[config.mk]
export PLATFORM = sky130hd
export DESIGN_NAME = typed_operand_stack_alu_unit_flat
export DESIGN_NICKNAME = d
export VERILOG_FILES = /design/src/rtl/tosa_pkg.sv /design/src/rtl/tosa_if.sv /design/src/rtl/tosa_ram.sv /design/src/rtl/tosa_div.sv /design/src/rtl/typed_operand_stack_alu_unit.sv /design/src/flat_wrapper.sv
export SDC_FILE = /design/constraint.sdc
export NUM_CORES = 2
export LEC_CHECK = 0
export ABC_AREA = 0
export ABC_CLOCK_PERIOD_IN_PS = 12220
export BUFFER_PORTS_ARGS = -buffer_cell sky130_fd_sc_hd__buf_2
export CORE_MARGIN = 4
export CORE_UTILIZATION = 30
export DETAILED_ROUTE_END_ITERATION = 12
export PLACE_DENSITY_LB_ADDON = 0.15
export SYNTH_ARGS = -nofsm -noshare
export SYNTH_HDL_FRONTEND = slang
export SYNTH_HIERARCHICAL = 1
export SYNTH_SLANG_ARGS = --single-unit
export TNS_END_PERCENT = 20
[constraint.sdc]
create_clock -name clk -period 12.22 [get_ports clk]
set_input_delay 0.611 -clock clk [delete_from_list [all_inputs] [get_ports clk]]
set_output_delay 0.611 -clock clk [all_outputs]
set_load 0.02 [all_outputs]
[src/rtl/tosa_pkg.sv]
// ----------------------------------------------------------------------------
// tosa_pkg
// Shared widths, codes and state types for the typed operand stack ALU.
// ----------------------------------------------------------------------------
package tosa_pkg;

  localparam int STACK_DEPTH_DEF = 64;

  localparam int MODE_W      = 3;
  localparam int OP_W        = 4;
  localparam int TYPE_W      = 4;
  localparam int VALUE_W     = 32;
  localparam int DEPTH_IDX_W = 6;
  localparam int STATUS_W    = 3;
  localparam int ENTRIES_W   = 7;

  typedef enum logic [MODE_W-1:0] {
    MODE_PUSH  = 3'd0,
    MODE_POP   = 3'd1,
    MODE_CPOP  = 3'd2,
    MODE_PEEK  = 3'd3,
    MODE_BIN   = 3'd4,
    MODE_UNARY = 3'd5
  } mode_t;

  typedef enum logic [OP_W-1:0] {
    BOP_ADD = 4'd0,
    BOP_SUB = 4'd1,
    BOP_MUL = 4'd2,
    BOP_DIV = 4'd3,
    BOP_AND = 4'd4,
    BOP_OR  = 4'd5,
    BOP_EQ  = 4'd6,
    BOP_NE  = 4'd7,
    BOP_GE  = 4'd8,
    BOP_LE  = 4'd9,
    BOP_GT  = 4'd10,
    BOP_LT  = 4'd11
  } bin_op_t;

  localparam logic [OP_W-1:0] UOP_NEG = 4'd0;
  localparam logic [OP_W-1:0] UOP_NOT = 4'd1;

  localparam logic [TYPE_W-1:0] TAG_INT   = 4'd0;
  localparam logic [TYPE_W-1:0] TAG_BOOL  = 4'd1;
  localparam logic [TYPE_W-1:0] TAG_FLOAT = 4'd2;

  typedef enum logic [STATUS_W-1:0] {
    STAT_OK       = 3'd0,
    STAT_UNDER    = 3'd1,
    STAT_OVER     = 3'd2,
    STAT_MISMATCH = 3'd3,
    STAT_DIVZERO  = 3'd4,
    STAT_BADOP    = 3'd5,
    STAT_BADUNARY = 3'd6,
    STAT_FLOAT    = 3'd7
  } status_t;

  typedef enum logic [2:0] {
    S_IDLE,
    S_RD1,
    S_RD2,
    S_DIV,
    S_RESP
  } fsm_t;

endpackage

[src/rtl/tosa_if.sv]
// ----------------------------------------------------------------------------
// tosa_in_if / tosa_out_if
// Valid/ready channels for stack operation words and result words.
// ----------------------------------------------------------------------------
interface tosa_in_if;
  logic                                     valid;
  logic                                     ready;
  logic        [tosa_pkg::MODE_W-1:0]       mode;
  logic        [tosa_pkg::OP_W-1:0]         op_code;
  logic        [tosa_pkg::TYPE_W-1:0]       value_type;
  logic signed [tosa_pkg::VALUE_W-1:0]      value;
  logic        [tosa_pkg::DEPTH_IDX_W-1:0]  depth_index;

  modport source (output valid, mode, op_code, value_type, value, depth_index,
                  input ready);
  modport sink   (input valid, mode, op_code, value_type, value, depth_index,
                  output ready);
endinterface

interface tosa_out_if;
  logic                                   valid;
  logic                                   ready;
  logic signed [tosa_pkg::VALUE_W-1:0]    out_value;
  logic        [tosa_pkg::TYPE_W-1:0]     out_type;
  logic        [tosa_pkg::STATUS_W-1:0]   status;
  logic        [tosa_pkg::ENTRIES_W-1:0]  entries_now;

  modport source (output valid, out_value, out_type, status, entries_now,
                  input ready);
  modport sink   (input valid, out_value, out_type, status, entries_now,
                  output ready);
endinterface

[src/rtl/tosa_ram.sv]
// ----------------------------------------------------------------------------
// tosa_ram
// Simple dual-port RAM, one write and one registered read port.
// ----------------------------------------------------------------------------
module tosa_ram #(
  parameter int WIDTH = 36,
  parameter int DEPTH = 64
) (
  input  logic                     clk,
  input  logic                     we,
  input  logic [$clog2(DEPTH)-1:0] waddr,
  input  logic [WIDTH-1:0]         wdata,
  input  logic                     re,
  input  logic [$clog2(DEPTH)-1:0] raddr,
  output logic [WIDTH-1:0]         rdata
);

  logic [WIDTH-1:0] mem [DEPTH];

  always_ff @(posedge clk) begin
    if (we) begin
      mem[waddr] <= wdata;
    end
    if (re) begin
      rdata <= mem[raddr];
    end
  end

endmodule

[src/rtl/tosa_div.sv]
// ----------------------------------------------------------------------------
// tosa_div
// Signed truncating divider, restoring, one quotient bit per cycle.
// ----------------------------------------------------------------------------
module tosa_div (
  input  logic                             clk,
  input  logic                             rst_n,
  input  logic                             start,
  input  logic [tosa_pkg::VALUE_W-1:0]     dividend,
  input  logic [tosa_pkg::VALUE_W-1:0]     divisor,
  output logic                             done,
  output logic [tosa_pkg::VALUE_W-1:0]     quotient
);

  localparam int W     = tosa_pkg::VALUE_W;
  localparam int CNT_W = $clog2(W);

  logic [W-1:0]     quo_r;
  logic [W-1:0]     rem_r;
  logic [W-1:0]     nb_r;
  logic             neg_r;
  logic [CNT_W-1:0] cnt_r;
  logic             busy_r;
  logic             done_r;

  logic [W:0]       shifted;
  logic [W:0]       diff;
  logic             ge;

  assign shifted = {rem_r, quo_r[W-1]};
  assign diff    = shifted - {1'b0, nb_r};
  assign ge      = !diff[W];

  always_ff @(posedge clk) begin
    if (!rst_n) begin
      busy_r <= 1'b0;
      done_r <= 1'b0;
    end else begin
      done_r <= 1'b0;
      if (start) begin
        busy_r <= 1'b1;
      end else if (busy_r && cnt_r == CNT_W'(W - 1)) begin
        busy_r <= 1'b0;
        done_r <= 1'b1;
      end
    end
  end

  always_ff @(posedge clk) begin
    if (start) begin
      quo_r <= dividend[W-1] ? (W'(0) - dividend) : dividend;
      nb_r  <= divisor[W-1] ? (W'(0) - divisor) : divisor;
      neg_r <= dividend[W-1] ^ divisor[W-1];
      rem_r <= '0;
      cnt_r <= '0;
    end else if (busy_r) begin
      rem_r <= ge ? diff[W-1:0] : shifted[W-1:0];
      quo_r <= {quo_r[W-2:0], ge};
      cnt_r <= cnt_r + CNT_W'(1);
    end
  end

  assign done     = done_r;
  assign quotient = neg_r ? (W'(0) - quo_r) : quo_r;

endmodule

[src/rtl/typed_operand_stack_alu_unit.sv]
// Accept to result word valid: push and words rejected at accept (underflow,
// overflow, illegal mode or unary opcode) go through S_RESP; pop, peek and
// unary through S_RD1 and S_RESP; binary through S_RD1, S_RD2 and S_RESP, with
// S_DIV for the bit-serial divide before S_RESP. One word in flight; the next is
// taken once the result is in the output register; a stalled output holds input.
// Synchronous active-low reset empties the stack; entry RAM is not cleared.
// ----------------------------------------------------------------------------
// typed_operand_stack_alu_unit
// Typed operand stack with integer/boolean ALU, entries held in one RAM.
// ----------------------------------------------------------------------------
module typed_operand_stack_alu_unit #(
  parameter int STACK_DEPTH = tosa_pkg::STACK_DEPTH_DEF
) (
  input  logic      clk,
  input  logic      rst_n,
  tosa_in_if.sink   in_chan,
  tosa_out_if.source out_chan
);

  localparam int VW = tosa_pkg::VALUE_W;
  localparam int TW = tosa_pkg::TYPE_W;
  localparam int RW = VW + TW;
  localparam int AW = $clog2(STACK_DEPTH);
  localparam int CW = $clog2(STACK_DEPTH + 1);
  localparam int DW = tosa_pkg::DEPTH_IDX_W;
  localparam int PW = (CW > DW) ? CW : DW;

  tosa_pkg::fsm_t    state_r, state_nxt;
  tosa_pkg::mode_t   mode_r;
  logic [tosa_pkg::OP_W-1:0] op_r;
  logic [TW-1:0]     vtype_r;
  logic [CW-1:0]     count_r, count_nxt;
  logic [VW-1:0]     b_val_r, b_val_nxt;
  logic [TW-1:0]     b_type_r, b_type_nxt;
  logic [VW-1:0]     res_value_r, res_value_nxt;
  logic [TW-1:0]     res_type_r, res_type_nxt;
  tosa_pkg::status_t res_status_r, res_status_nxt;

  logic                      out_valid_r;
  logic [VW-1:0]             out_value_r;
  logic [TW-1:0]             out_type_r;
  tosa_pkg::status_t         out_status_r;
  logic [tosa_pkg::ENTRIES_W-1:0] out_entries_r;

  logic          in_fire;
  logic          out_free;
  tosa_pkg::mode_t mode_in;
  logic [CW-1:0] count_m1;
  logic [AW-1:0] top_addr;
  logic [PW-1:0] count_ext;
  logic [PW-1:0] depth_ext;
  logic [PW-1:0] peek_k;
  logic          full;
  logic          empty;

  tosa_pkg::status_t early_st;
  logic          need_read;
  logic [AW-1:0] acc_addr;

  logic          ram_we;
  logic [AW-1:0] ram_waddr;
  logic [RW-1:0] ram_wdata;
  logic          ram_re;
  logic [AW-1:0] ram_raddr;
  logic [RW-1:0] ram_rdata;
  logic [VW-1:0] rd_value;
  logic [TW-1:0] rd_type;

  logic [2*VW-1:0]   prod;
  tosa_pkg::status_t bin_st;
  logic [VW-1:0]     bin_value;
  logic [TW-1:0]     bin_type;
  logic              bin_write;
  logic              bin_div;

  logic          div_start;
  logic          div_done;
  logic [VW-1:0] div_q;

  assign in_fire  = in_chan.valid && in_chan.ready;
  assign out_free = !out_valid_r || out_chan.ready;
  assign mode_in  = tosa_pkg::mode_t'(in_chan.mode);
  assign count_m1 = count_r - CW'(1);
  assign top_addr = count_m1[AW-1:0];
  assign count_ext = PW'(count_r);
  assign depth_ext = PW'(in_chan.depth_index);
  assign peek_k    = count_ext - PW'(1) - depth_ext;
  assign full      = (count_r == CW'(STACK_DEPTH));
  assign empty     = (count_r == '0);
  assign rd_value  = ram_rdata[VW-1:0];
  assign rd_type   = ram_rdata[RW-1:VW];

  tosa_ram #(
    .WIDTH (RW),
    .DEPTH (STACK_DEPTH)
  ) u_entry_ram (
    .clk   (clk),
    .we    (ram_we),
    .waddr (ram_waddr),
    .wdata (ram_wdata),
    .re    (ram_re),
    .raddr (ram_raddr),
    .rdata (ram_rdata)
  );

  tosa_div u_div (
    .clk      (clk),
    .rst_n    (rst_n),
    .start    (div_start),
    .dividend (rd_value),
    .divisor  (b_val_r),
    .done     (div_done),
    .quotient (div_q)
  );

  // Accept-side checks
  always_comb begin
    early_st  = tosa_pkg::STAT_OK;
    need_read = 1'b0;
    acc_addr  = top_addr;
    case (mode_in)
      tosa_pkg::MODE_PUSH: begin
        if (full) early_st = tosa_pkg::STAT_OVER;
      end
      tosa_pkg::MODE_POP, tosa_pkg::MODE_CPOP: begin
        if (empty) early_st = tosa_pkg::STAT_UNDER;
        else need_read = 1'b1;
      end
      tosa_pkg::MODE_PEEK: begin
        if (depth_ext >= count_ext) begin
          early_st = tosa_pkg::STAT_UNDER;
        end else begin
          need_read = 1'b1;
          acc_addr  = peek_k[AW-1:0];
        end
      end
      tosa_pkg::MODE_BIN: begin
        if (count_r < CW'(2)) early_st = tosa_pkg::STAT_UNDER;
        else need_read = 1'b1;
      end
      tosa_pkg::MODE_UNARY: begin
        if (empty) early_st = tosa_pkg::STAT_UNDER;
        else if (in_chan.op_code > tosa_pkg::UOP_NOT) early_st = tosa_pkg::STAT_BADOP;
        else need_read = 1'b1;
      end
      default: early_st = tosa_pkg::STAT_BADOP;
    endcase
  end

  // Binary ALU: a = lower entry from RAM, b = saved top entry
  assign prod = rd_value * b_val_r;

  always_comb begin
    bin_st    = tosa_pkg::STAT_OK;
    bin_value = '0;
    bin_type  = '0;
    bin_write = 1'b0;
    bin_div   = 1'b0;
    if (rd_type != b_type_r) begin
      bin_st = tosa_pkg::STAT_MISMATCH;
    end else if (op_r > tosa_pkg::BOP_LT) begin
      bin_st = tosa_pkg::STAT_BADOP;
    end else if (op_r <= tosa_pkg::BOP_DIV && rd_type == tosa_pkg::TAG_FLOAT) begin
      bin_st = tosa_pkg::STAT_FLOAT;
    end else begin
      bin_write = 1'b1;
      bin_type  = rd_type;
      case (tosa_pkg::bin_op_t'(op_r))
        tosa_pkg::BOP_ADD: bin_value = rd_value + b_val_r;
        tosa_pkg::BOP_SUB: bin_value = rd_value - b_val_r;
        tosa_pkg::BOP_MUL: bin_value = prod[VW-1:0];
        tosa_pkg::BOP_DIV: begin
          bin_write = 1'b0;
          if (b_val_r == '0) begin
            bin_st    = tosa_pkg::STAT_DIVZERO;
            bin_value = rd_value;
          end else begin
            bin_div = 1'b1;
          end
        end
        tosa_pkg::BOP_AND: bin_value = VW'(rd_value != '0 && b_val_r != '0);
        tosa_pkg::BOP_OR:  bin_value = VW'(rd_value != '0 || b_val_r != '0);
        tosa_pkg::BOP_EQ: begin
          bin_value = VW'(rd_value == b_val_r);
          bin_type  = tosa_pkg::TAG_BOOL;
        end
        tosa_pkg::BOP_NE: begin
          bin_value = VW'(rd_value != b_val_r);
          bin_type  = tosa_pkg::TAG_BOOL;
        end
        tosa_pkg::BOP_GE: begin
          bin_value = VW'(!($signed(rd_value) < $signed(b_val_r)));
          bin_type  = tosa_pkg::TAG_BOOL;
        end
        tosa_pkg::BOP_LE: begin
          bin_value = VW'(!($signed(b_val_r) < $signed(rd_value)));
          bin_type  = tosa_pkg::TAG_BOOL;
        end
        tosa_pkg::BOP_GT: begin
          bin_value = VW'($signed(b_val_r) < $signed(rd_value));
          bin_type  = tosa_pkg::TAG_BOOL;
        end
        tosa_pkg::BOP_LT: begin
          bin_value = VW'($signed(rd_value) < $signed(b_val_r));
          bin_type  = tosa_pkg::TAG_BOOL;
        end
        default: begin
          bin_value = '0;
          bin_write = 1'b0;
        end
      endcase
    end
  end

  // Next state
  always_comb begin
    state_nxt = state_r;
    case (state_r)
      tosa_pkg::S_IDLE: begin
        if (in_fire) state_nxt = need_read ? tosa_pkg::S_RD1 : tosa_pkg::S_RESP;
      end
      tosa_pkg::S_RD1: begin
        state_nxt = (mode_r == tosa_pkg::MODE_BIN) ? tosa_pkg::S_RD2 : tosa_pkg::S_RESP;
      end
      tosa_pkg::S_RD2: begin
        state_nxt = bin_div ? tosa_pkg::S_DIV : tosa_pkg::S_RESP;
      end
      tosa_pkg::S_DIV: begin
        if (div_done) state_nxt = tosa_pkg::S_RESP;
      end
      tosa_pkg::S_RESP: begin
        if (out_free) state_nxt = tosa_pkg::S_IDLE;
      end
      default: state_nxt = tosa_pkg::S_IDLE;
    endcase
  end

  // Datapath and RAM control
  always_comb begin
    count_nxt      = count_r;
    b_val_nxt      = b_val_r;
    b_type_nxt     = b_type_r;
    res_value_nxt  = res_value_r;
    res_type_nxt   = res_type_r;
    res_status_nxt = res_status_r;
    ram_we         = 1'b0;
    ram_waddr      = top_addr;
    ram_wdata      = '0;
    ram_re         = 1'b0;
    ram_raddr      = top_addr;
    div_start      = 1'b0;
    case (state_r)
      tosa_pkg::S_IDLE: begin
        if (in_fire) begin
          res_value_nxt  = '0;
          res_type_nxt   = '0;
          res_status_nxt = early_st;
          ram_re         = need_read;
          ram_raddr      = acc_addr;
          if (early_st == tosa_pkg::STAT_OK) begin
            case (mode_in)
              tosa_pkg::MODE_PUSH: begin
                ram_we    = 1'b1;
                ram_waddr = count_r[AW-1:0];
                ram_wdata = {in_chan.value_type, in_chan.value};
                count_nxt = count_r + CW'(1);
              end
              tosa_pkg::MODE_POP, tosa_pkg::MODE_CPOP, tosa_pkg::MODE_BIN: begin
                count_nxt = count_m1;
              end
              default: count_nxt = count_r;
            endcase
          end
        end
      end
      tosa_pkg::S_RD1: begin
        case (mode_r)
          tosa_pkg::MODE_POP, tosa_pkg::MODE_CPOP: begin
            res_type_nxt = rd_type;
            if (mode_r == tosa_pkg::MODE_CPOP && rd_type != vtype_r) begin
              res_status_nxt = tosa_pkg::STAT_MISMATCH;
            end else begin
              res_value_nxt = rd_value;
            end
          end
          tosa_pkg::MODE_PEEK: begin
            res_type_nxt  = rd_type;
            res_value_nxt = rd_value;
          end
          tosa_pkg::MODE_UNARY: begin
            if (op_r == tosa_pkg::UOP_NEG && rd_type == tosa_pkg::TAG_INT) begin
              res_value_nxt = VW'(0) - rd_value;
              res_type_nxt  = rd_type;
              ram_we        = 1'b1;
              ram_wdata     = {rd_type, VW'(0) - rd_value};
            end else if (op_r == tosa_pkg::UOP_NOT && rd_type == tosa_pkg::TAG_BOOL) begin
              res_value_nxt = VW'(rd_value == '0);
              res_type_nxt  = rd_type;
              ram_we        = 1'b1;
              ram_wdata     = {rd_type, VW'(rd_value == '0)};
            end else begin
              res_status_nxt = tosa_pkg::STAT_BADUNARY;
            end
          end
          tosa_pkg::MODE_BIN: begin
            b_val_nxt  = rd_value;
            b_type_nxt = rd_type;
            ram_re     = 1'b1;
            ram_raddr  = top_addr;
          end
          default: res_status_nxt = tosa_pkg::STAT_BADOP;
        endcase
      end
      tosa_pkg::S_RD2: begin
        res_status_nxt = bin_st;
        res_value_nxt  = bin_value;
        res_type_nxt   = bin_type;
        ram_we         = bin_write;
        ram_wdata      = {bin_type, bin_value};
        div_start      = bin_div;
      end
      tosa_pkg::S_DIV: begin
        if (div_done) begin
          res_value_nxt = div_q;
          ram_we        = 1'b1;
          ram_wdata     = {res_type_r, div_q};
        end
      end
      default: begin
        count_nxt = count_r;
      end
    endcase
  end

  always_ff @(posedge clk) begin
    if (!rst_n) begin
      state_r     <= tosa_pkg::S_IDLE;
      count_r     <= '0;
      out_valid_r <= 1'b0;
    end else begin
      state_r <= state_nxt;
      count_r <= count_nxt;
      if (state_r == tosa_pkg::S_RESP && out_free) begin
        out_valid_r <= 1'b1;
      end else if (out_chan.ready) begin
        out_valid_r <= 1'b0;
      end
    end
  end

  always_ff @(posedge clk) begin
    if (in_fire) begin
      mode_r  <= mode_in;
      op_r    <= in_chan.op_code;
      vtype_r <= in_chan.value_type;
    end
    b_val_r      <= b_val_nxt;
    b_type_r     <= b_type_nxt;
    res_value_r  <= res_value_nxt;
    res_type_r   <= res_type_nxt;
    res_status_r <= res_status_nxt;
    if (state_r == tosa_pkg::S_RESP && out_free) begin
      out_value_r   <= res_value_r;
      out_type_r    <= res_type_r;
      out_status_r  <= res_status_r;
      out_entries_r <= tosa_pkg::ENTRIES_W'(count_r);
    end
  end

  assign in_chan.ready        = (state_r == tosa_pkg::S_IDLE);
  assign out_chan.valid       = out_valid_r;
  assign out_chan.out_value   = out_value_r;
  assign out_chan.out_type    = out_type_r;
  assign out_chan.status      = out_status_r;
  assign out_chan.entries_now = out_entries_r;

  a_count_bound: assert property (@(posedge clk) disable iff (!rst_n)
    count_r <= CW'(STACK_DEPTH))
    else $error("stack count beyond depth");

  a_count_hold: assert property (@(posedge clk) disable iff (!rst_n)
    !in_fire |=> $stable(count_r))
    else $error("stack count moved without an accepted word");

  a_div_done_in_div: assert property (@(posedge clk) disable iff (!rst_n)
    div_done |-> state_r == tosa_pkg::S_DIV)
    else $error("divider finished outside divide wait");

  a_resp_loads_out: assert property (@(posedge clk) disable iff (!rst_n)
    (state_r == tosa_pkg::S_RESP && out_free) |=> out_valid_r)
    else $error("result word not presented");

endmodule

[src/flat_wrapper.sv]
// flat-port wrapper written by rule: the top's interface ports become plain ports
module typed_operand_stack_alu_unit_flat 
#(
  parameter int STACK_DEPTH = tosa_pkg::STACK_DEPTH_DEF
)
  (clk, rst_n, in_chan_valid, in_chan_mode, in_chan_op_code, in_chan_value_type, in_chan_value, in_chan_depth_index, in_chan_ready, out_chan_valid, out_chan_out_value, out_chan_out_type, out_chan_status, out_chan_entries_now, out_chan_ready);
  tosa_in_if in_chan_i ();
  tosa_out_if out_chan_i ();
  input  logic clk;
  input  logic rst_n;
  input wire logic [$bits(in_chan_i.valid)-1:0] in_chan_valid;
  input wire logic [$bits(in_chan_i.mode)-1:0] in_chan_mode;
  input wire logic [$bits(in_chan_i.op_code)-1:0] in_chan_op_code;
  input wire logic [$bits(in_chan_i.value_type)-1:0] in_chan_value_type;
  input wire logic [$bits(in_chan_i.value)-1:0] in_chan_value;
  input wire logic [$bits(in_chan_i.depth_index)-1:0] in_chan_depth_index;
  output wire logic [$bits(in_chan_i.ready)-1:0] in_chan_ready;
  output wire logic [$bits(out_chan_i.valid)-1:0] out_chan_valid;
  output wire logic [$bits(out_chan_i.out_value)-1:0] out_chan_out_value;
  output wire logic [$bits(out_chan_i.out_type)-1:0] out_chan_out_type;
  output wire logic [$bits(out_chan_i.status)-1:0] out_chan_status;
  output wire logic [$bits(out_chan_i.entries_now)-1:0] out_chan_entries_now;
  input wire logic [$bits(out_chan_i.ready)-1:0] out_chan_ready;
  assign in_chan_i.valid = in_chan_valid;
  assign in_chan_i.mode = in_chan_mode;
  assign in_chan_i.op_code = in_chan_op_code;
  assign in_chan_i.value_type = in_chan_value_type;
  assign in_chan_i.value = in_chan_value;
  assign in_chan_i.depth_index = in_chan_depth_index;
  assign in_chan_ready = in_chan_i.ready;
  assign out_chan_valid = out_chan_i.valid;
  assign out_chan_out_value = out_chan_i.out_value;
  assign out_chan_out_type = out_chan_i.out_type;
  assign out_chan_status = out_chan_i.status;
  assign out_chan_entries_now = out_chan_i.entries_now;
  assign out_chan_i.ready = out_chan_ready;
  typed_operand_stack_alu_unit #(.STACK_DEPTH(STACK_DEPTH)) u_core (.clk(clk), .rst_n(rst_n), .in_chan(in_chan_i), .out_chan(out_chan_i));
endmodule
# After elaboration in Yosys (flattened, before gate mapping)
# Memory sizes are Yosys's and may differ from the RTL's. A register that Yosys moved wholly into a read port is not among the register bits.
# Cells that the tools add are included.
# Widths: inputs -> output; s select.
dict set report op_classes {
  n_addsub 10
  multipliers 1
  order_cmp 7
  eq_ne 44
  muxes 103
  n_bitwise 2
  reduce_logical 44
}
# operator n
set ops {}
lappend ops {{$mux 32} 14}
lappend ops {{$pmux 32 s12} 1}
lappend ops {{$mux 36} 7}
lappend ops {{$pmux 36 s4} 1}
lappend ops {{$pmux 32 s4} 1}
lappend ops {{$pmux 32 s3} 1}
lappend ops {{$sub 1x32->32 const A} 3}
lappend ops {{$logic_not 32->1} 2}
lappend ops {{$lt 32x32->1} 2}
lappend ops {{$reduce_bool 32->1} 2}
lappend ops {{$mux 3} 17}
lappend ops {{$mux 6} 8}
lappend ops {{$mux 1} 34}
lappend ops {{$sub 33x32->33} 1}
lappend ops {{$add 32x32->32} 1}
lappend ops {{$eq 32x32->1} 1}
lappend ops {{$mul 32x32->32} 1}
lappend ops {{$ne 32x32->1} 1}
lappend ops {{$sub 32x32->32} 1}
lappend ops {{$mux 31} 1}
lappend ops {{$pmux 3 s5} 2}
lappend ops {{$mux 4} 7}
lappend ops {{$eq 3x2->1 const B} 6}
lappend ops {{$pmux 3 s3} 2}
lappend ops {{other kinds (49)} 94}
dict set report totals {
  register_bits 247
  ramBits 2304
  inputBits 53
  output_inout_bits 48
  wordCells 235
  n_memories 1
}
# memory depth width rd rd_ports_with_merged_regs write_ports line
set memory_table {}
lappend memory_table {u_core.u_entry_ram.mem 64 36 1 1 1 tosa_ram.sv:18} ;# logic [WIDTH-1:0] mem [DEPTH];

# Logic depth before layout (Yosys ltp)
dict set report depth {
  depth_word 10
  depth_mapped 29
  mapped_depth_nobuf 27
}

# Modules after synthesis
# Netlist, hierarchy kept.
# module instances cells_per_inst area_per_inst_um2 seq_area_each_um2
set modules_own_cells {}
lappend modules_own_cells {tosa_ram 1 3823 88442.3 70267.4}
lappend modules_own_cells {typed_operand_stack_alu_unit 1 3174 27656.5 4184.0}
lappend modules_own_cells {tosa_div 1 869 7551.0 2732.6}

# Worst setup path before layout
# Ideal clock, no wire load.
dict set report synth_timing {
  kind {register to register}
  start {register u_core.u_entry_ram.rdata[11], read port of u_core.u_entry_ram.mem}
  end {memory u_core.u_entry_ram.mem[0][19] (data pin)}
  setup_ns 0.542
  arrival_ns 8.211
  required_ns 11.678
  path_slack_ns 3.467
  path_stages_with_launch 22
  n_path_buf 2
  synth_period_minus_slack_ns 8.753
  path_cell_list {edfxtp_1 > clkbuf_1 > inv_1 > clkbuf_1 > nor2_1 > fa_1 > fa_1 > fa_1 > inv_1 > fa_1 > inv_1 > fa_1 > ha_1 > fa_1 > fa_1 > ha_1 > a2111o_1 > or3_4 > a31oi_2 > xnor2_1 > a222oi_1 > o211ai_1}
}
dict set report synth_between {
  elab_chain_len 6
  elab_cells_between_ends 11
  classes_between {add/sub (3); mul (1); mux (7)}
}
# item line
set synth_lines {}
lappend synth_lines {{start, declared} tosa_ram.sv:15} ;# output logic [WIDTH-1:0] rdata
lappend synth_lines {{$mul 32x32->32, or another cell as far along} typed_operand_stack_alu_unit.sv:151} ;# assign prod = rd_value * b_val_r;
lappend synth_lines {{$pmux 32 s12} typed_operand_stack_alu_unit.sv:168} ;# case (tosa_pkg::bin_op_t'(op_r))
lappend synth_lines {{$mux 32} typed_operand_stack_alu_unit.sv:163} ;# end else if (op_r <= tosa_pkg::BOP_DIV && rd_type == tosa_pkg::TAG_FLOAT) begin
lappend synth_lines {{$mux 32} typed_operand_stack_alu_unit.sv:161} ;# end else if (op_r > tosa_pkg::BOP_LT) begin
lappend synth_lines {{$mux 32} typed_operand_stack_alu_unit.sv:159} ;# if (rd_type != b_type_r) begin
lappend synth_lines {{$pmux 36 s4 *} typed_operand_stack_alu_unit.sv:252} ;# case (state_r)
lappend synth_lines {{net u_core.ram_wdata[19]} typed_operand_stack_alu_unit.sv:62} ;# logic [RW-1:0] ram_wdata;
lappend synth_lines {{end, declared} tosa_ram.sv:18}
# The timed path passes the listed nets; every way through them passes the cells marked *.

# Worst setup path after layout
dict set report layout_timing {
  start {register u_core.b_val_r[2]}
  end {memory u_core.u_entry_ram.mem[12][21] (data pin)}
}
dict set report layout_between {
  elab_chain_len 7
  elab_cells_between_ends 10
  classes_between {add/sub (2); mul (1); mux (6); reduce/logical (1)}
}
# item line
set layout_lines {}
lappend layout_lines {{start, declared} typed_operand_stack_alu_unit.sv:33} ;# logic [VW-1:0] b_val_r, b_val_nxt;
lappend layout_lines {{start signal, assigned} typed_operand_stack_alu_unit.sv:357} ;# b_val_r <= b_val_nxt;
lappend layout_lines {{branches (longest 2 deep; another with $mul 32x32->32)} n/a}
lappend layout_lines {{$pmux 32 s12 *} typed_operand_stack_alu_unit.sv:168}
lappend layout_lines {{$mux 32 *} typed_operand_stack_alu_unit.sv:163}
lappend layout_lines {{$mux 32 *} typed_operand_stack_alu_unit.sv:161}
lappend layout_lines {{$mux 32 *} typed_operand_stack_alu_unit.sv:159}
lappend layout_lines {{$pmux 36 s4 *} typed_operand_stack_alu_unit.sv:252}
lappend layout_lines {{net u_core.ram_wdata[21]} typed_operand_stack_alu_unit.sv:62}
# Mark *: on every way through the listed nets, which the timed path passes.

==> impl_metrics.py <==
metrics = {
    "run_status": {
        "status": "completed",
    },
    "placement": {
        "place_hpwl_mm": 285,
        "port_buffers": 100,
        "gp_congestion": 0.941,
    },
    "route": {
        "drc_errors": 0,
        "first_pass_iters": 6,
        "wl_mm": 443,
        "drtIter0Drc": 7659,
        "viasPerCell": 5.33,
        "via_count": 73800,
        "final_antenna_net_count": 0,
        "post_drt_wl_per_cell_um": 32.0,
    },
    "sta": {
        "worstMarginPinSlew_ns": 1.29,
        "fmax_mhz": 100,
        "max_slew_margin": 0.130,
        "layout_min_cycle_time_ns": 9.98,
        "finalCritPeriodShare": 0.817,
        "rsz0062_at_grt": "no",
        "setup_viol": 0,
        "final.setup.tns_ns": 0,
        "finalClockSkew_ns": 0.0705,
        "hold_viol_final": 0,
        "holdWs_ns": 0.110,
        "slew_viol_final": 0,
    },
    "logic_synthesis": {
        "yosysWarnings": 6,
        "synth_ff_type": "edfxtp_1",
        "synth-seq-cells": 2587,
        "syn-num-nets": 8601,
        "synthesis.instances": 7866,
        "syn_avg_cell_area_um2": 15.7,
        "ys_seq_area_frac": 0.624,
        "synth_cell_types": 104,
        "synthArstFlopShare": 0,
        "synth_edf_count": 2537,
        "synthesis.area_um2": 124000,
    },
    "finish": {
        "syn2layout_area_growth_pct": 14.3,
        "layout_commonest_cell": "edfxtp_1",
        "drive_gt1_frac": 0.187,
        "layout_common_cells": "2537 x edfxtp_1, 544 x mux4_2, 533 x nor2_1",
        "nets": 8870,
    },
    "global_route": {
        "overflow": 0,
        "antenna_found_initial": 27,
        "grt_pass1_vias": 75100,
        "grt_usage": 0.205,
        "grt_first_pass_wirelength_mm": 614,
        "grt_max_degree": 91,
    },
    "pwr": {
        "p_int_w": 0.0185,
        "pwr-share-clk": 0.284,
        "powerDensity_nw_per_um2": 212,
        "comb_power_share": 0.390,
        "seqPwrFrac": 0.326,
        "p_sw_w": 0.0115,
        "p_sw_frac": 0.383,
        "peakVddDrop_mv": 0.608,
        "power.leakage_nw": 48.7,
    },
    "worst_setup_path": {
        "crit_path_end_kind": "register",
        "r2r_start": "u_core/b_val_r[2]$_DFFE_PP_",
        "reg2reg_setup_slack_ns": 2.24,
        "rr_endpoint": "u_core/u_entry_ram/mem[12][21]$_DFFE_PP_",
        "worstPathMaxFanout": 64,
        "worstPathArrival_ns": 10.55,
        "crit_required_ns": 12.79,
        "worst_setup_path_start_kind": "register",
        "reg2reg_depth": 26,
        "crit_type": "reg -> reg",
    },
    "floorplan": {
        "start_util": 0.301,
        "core-area_um2": 410000,
        "die_x_um": 650,
        "die_area_um2": 423000,
        "num_rows": 235,
        "die_h_um": 650,
        "io_pins": 101,
    },
    "clock_network": {
        "clk_pin_slew_ns": 0.06,
        "clock_sinks": 2587,
        "cts_buffer_depth": 4,
        "cts-root-buf": "clkbuf_16",
        "numCtsBuffers": 293,
        "cts_max_level": 5,
        "tritoncts": "built",
        "postCtsSetupBuffers": 0,
        "clock_latency_ns": 0.92,
    },
    "min_path": {
        "min_from": "in_chan_mode[1]",
        "min_to": "u_core/mode_r[1]$_DFFE_PP_",
        "min_path_cells": 1,
        "hp-class": "in -> reg",
    },
    "run": {
        "max_cap_viol_count": 0,
    },
}
[cells by family after synthesis]
kind of cell / count (synthesis) / synth area share
flip-flops: 2587 / 0.624
AND/OR/NAND/NOR: 1579 / 0.0584
AO/OA/AOI/OAI: 1128 / 0.0641
buffers and inverters: 975 / 0.0325
adder cells (fa/ha/maj): 683 / 0.0941
multiplexers: 641 / 0.107
XOR/XNOR: 273 / 0.0194
[layer usage]
metal  share of wire  track usage  up-vias
met3           0.054       0.0249      614
met2            0.48        0.341     2576
met1            0.43        0.277    40000
li1                -            -    30700
met4           0.041       0.0754        6
met5        0.000095            0        -
[area by class of cell]
type	instances	area, um2
clock buffers	361	7720
diodes	24	60.1
clock inverters	162	1400
inverters	550	2060
well taps	5451	6820
fillers	39300	269000
repair buffers	399	2860
multi-input cells	4304	43200
flip-flops and latches	2587	77200
[synthesized netlist by cell type, types with 50 or more instances]
library cell,n,area share
edfxtp_1,2537,0.62
nor2_1,602,0.018
mux4_2,544,0.099
inv_1,532,0.016
nand2_1,437,0.013
fa_1,412,0.067
ha_1,270,0.027
clkbuf_1,246,0.0075
xnor2_1,195,0.014
a21oi_1,192,0.0078
o22ai_1,155,0.0078
o21ai_0,142,0.0057
a22oi_1,98,0.0059
nand3_1,95,0.0038
nor3_1,84,0.0034
nor2b_1,80,0.0040
xor2_1,77,0.0055
mux2i_1,71,0.0057
a211oi_1,64,0.0039
buf_2,63,0.0025
a21o_1,61,0.0037
buf_1,55,0.0017
nor4_1,55,0.0028
dfxtp_1,50,0.0081
[metrics by stage]
step           total power [W]  cells  worst slack, ns   util  instance area (um2)
2_1_floorplan           0.0166   7866             3.47      -               124000
3_3_place_gp            0.0216  13300             2.33  0.322               132000
3_5_place_dp            0.0216  13300             2.35  0.322               132000
4_1_cts                 0.0302  13800             2.29  0.344               141000
5_1_grt                 0.0313  13800             1.90  0.345               141000
6_report                0.0299  13800             2.24  0.345               141000
[registers in the layout, indices dropped and copies added (netlist names), 3 cells and up]
name                         count
u_core/res_status_r              3
u_core/res_value_r              32
u_core/u_div/quo_r              32
u_core/op_r                      4
u_core/u_div/nb_r               32
u_core/res_type_r                4
u_core/out_chan.out_value       32
u_core/u_entry_ram/rdata        36
u_core/out_chan.status           3
u_core/state_r                   3
u_core/b_val_r                  32
u_core/b_type_r                  4
u_core/out_chan.entries_now      7
u_core/count_ext                 7
u_core/vtype_r                   4
u_core/u_div/cnt_r               5
u_core/out_chan.out_type         4
u_core/mode_r                    3
u_core/u_div/rem_r              32
u_core/u_entry_ram/mem        2304
[worst max path at each step]
stage	slack [ns]	from	cells past startpoint	to
2_1_floorplan	3.47	u_core/u_entry_ram/rdata[11]$_DFFE_PP_	21	u_core/u_entry_ram/mem[0][19]$_DFFE_PP_
3_3_place_gp	2.33	u_core/b_val_r[2]$_DFFE_PP_	24	u_core/u_entry_ram/mem[0][31]$_DFFE_PP_
3_5_place_dp	2.35	u_core/b_val_r[2]$_DFFE_PP_	24	u_core/u_entry_ram/mem[12][31]$_DFFE_PP_
4_1_cts	2.29	u_core/b_val_r[2]$_DFFE_PP_	25	u_core/u_entry_ram/mem[14][29]$_DFFE_PP_
5_1_grt	1.90	u_core/b_val_r[2]$_DFFE_PP_	26	u_core/u_entry_ram/mem[31][24]$_DFFE_PP_
6_report	2.24	u_core/b_val_r[2]$_DFFE_PP_	26	u_core/u_entry_ram/mem[12][21]$_DFFE_PP_
[power groups by stage]
| stage | clock network [W] | logic, W | registers [W] |
|---|---|---|---|
| 2_1_floorplan | 0 | 0.00664 | 0.00996 |
| 3_3_place_gp | 0 | 0.0117 | 0.00995 |
| 3_5_place_dp | 0 | 0.0116 | 0.00995 |
| 4_1_cts | 0.00873 | 0.0117 | 0.00976 |
| 5_1_grt | 0.00910 | 0.0124 | 0.00976 |
| 6_report | 0.00850 | 0.0117 | 0.00976 |
[critical path, cell delays in order (launching register included)]
cell      delay, ns
edfxtp_1       0.67
inv_1          0.84
nor2_1         0.15
fa_1           0.58
inv_1          0.05
fa_1           0.45
fa_1           0.50
inv_1          0.06
fa_1           0.54
ha_1           0.23
ha_1           0.28
inv_1          0.05
fa_1           0.48
inv_1          0.05
fa_1           0.37
ha_1           0.38
a21o_1         0.19
a21o_1         0.20
a21o_1         0.22
or3_4          0.46
a31oi_2        0.28
o21ai_0        0.15
xnor2_1        0.95
a221oi_1       0.42
o22ai_1        0.29
a221o_2        0.19
buf_4          0.55
[timing repair]
| action | CTS | global route |
|---|---|---|
| endpoints found under the hold margin | 10 | 0 |
| hold buffers | 10 | 0 |
| gates resized for setup | 0 | 0 |
Power figures use the tool's default switching activity.
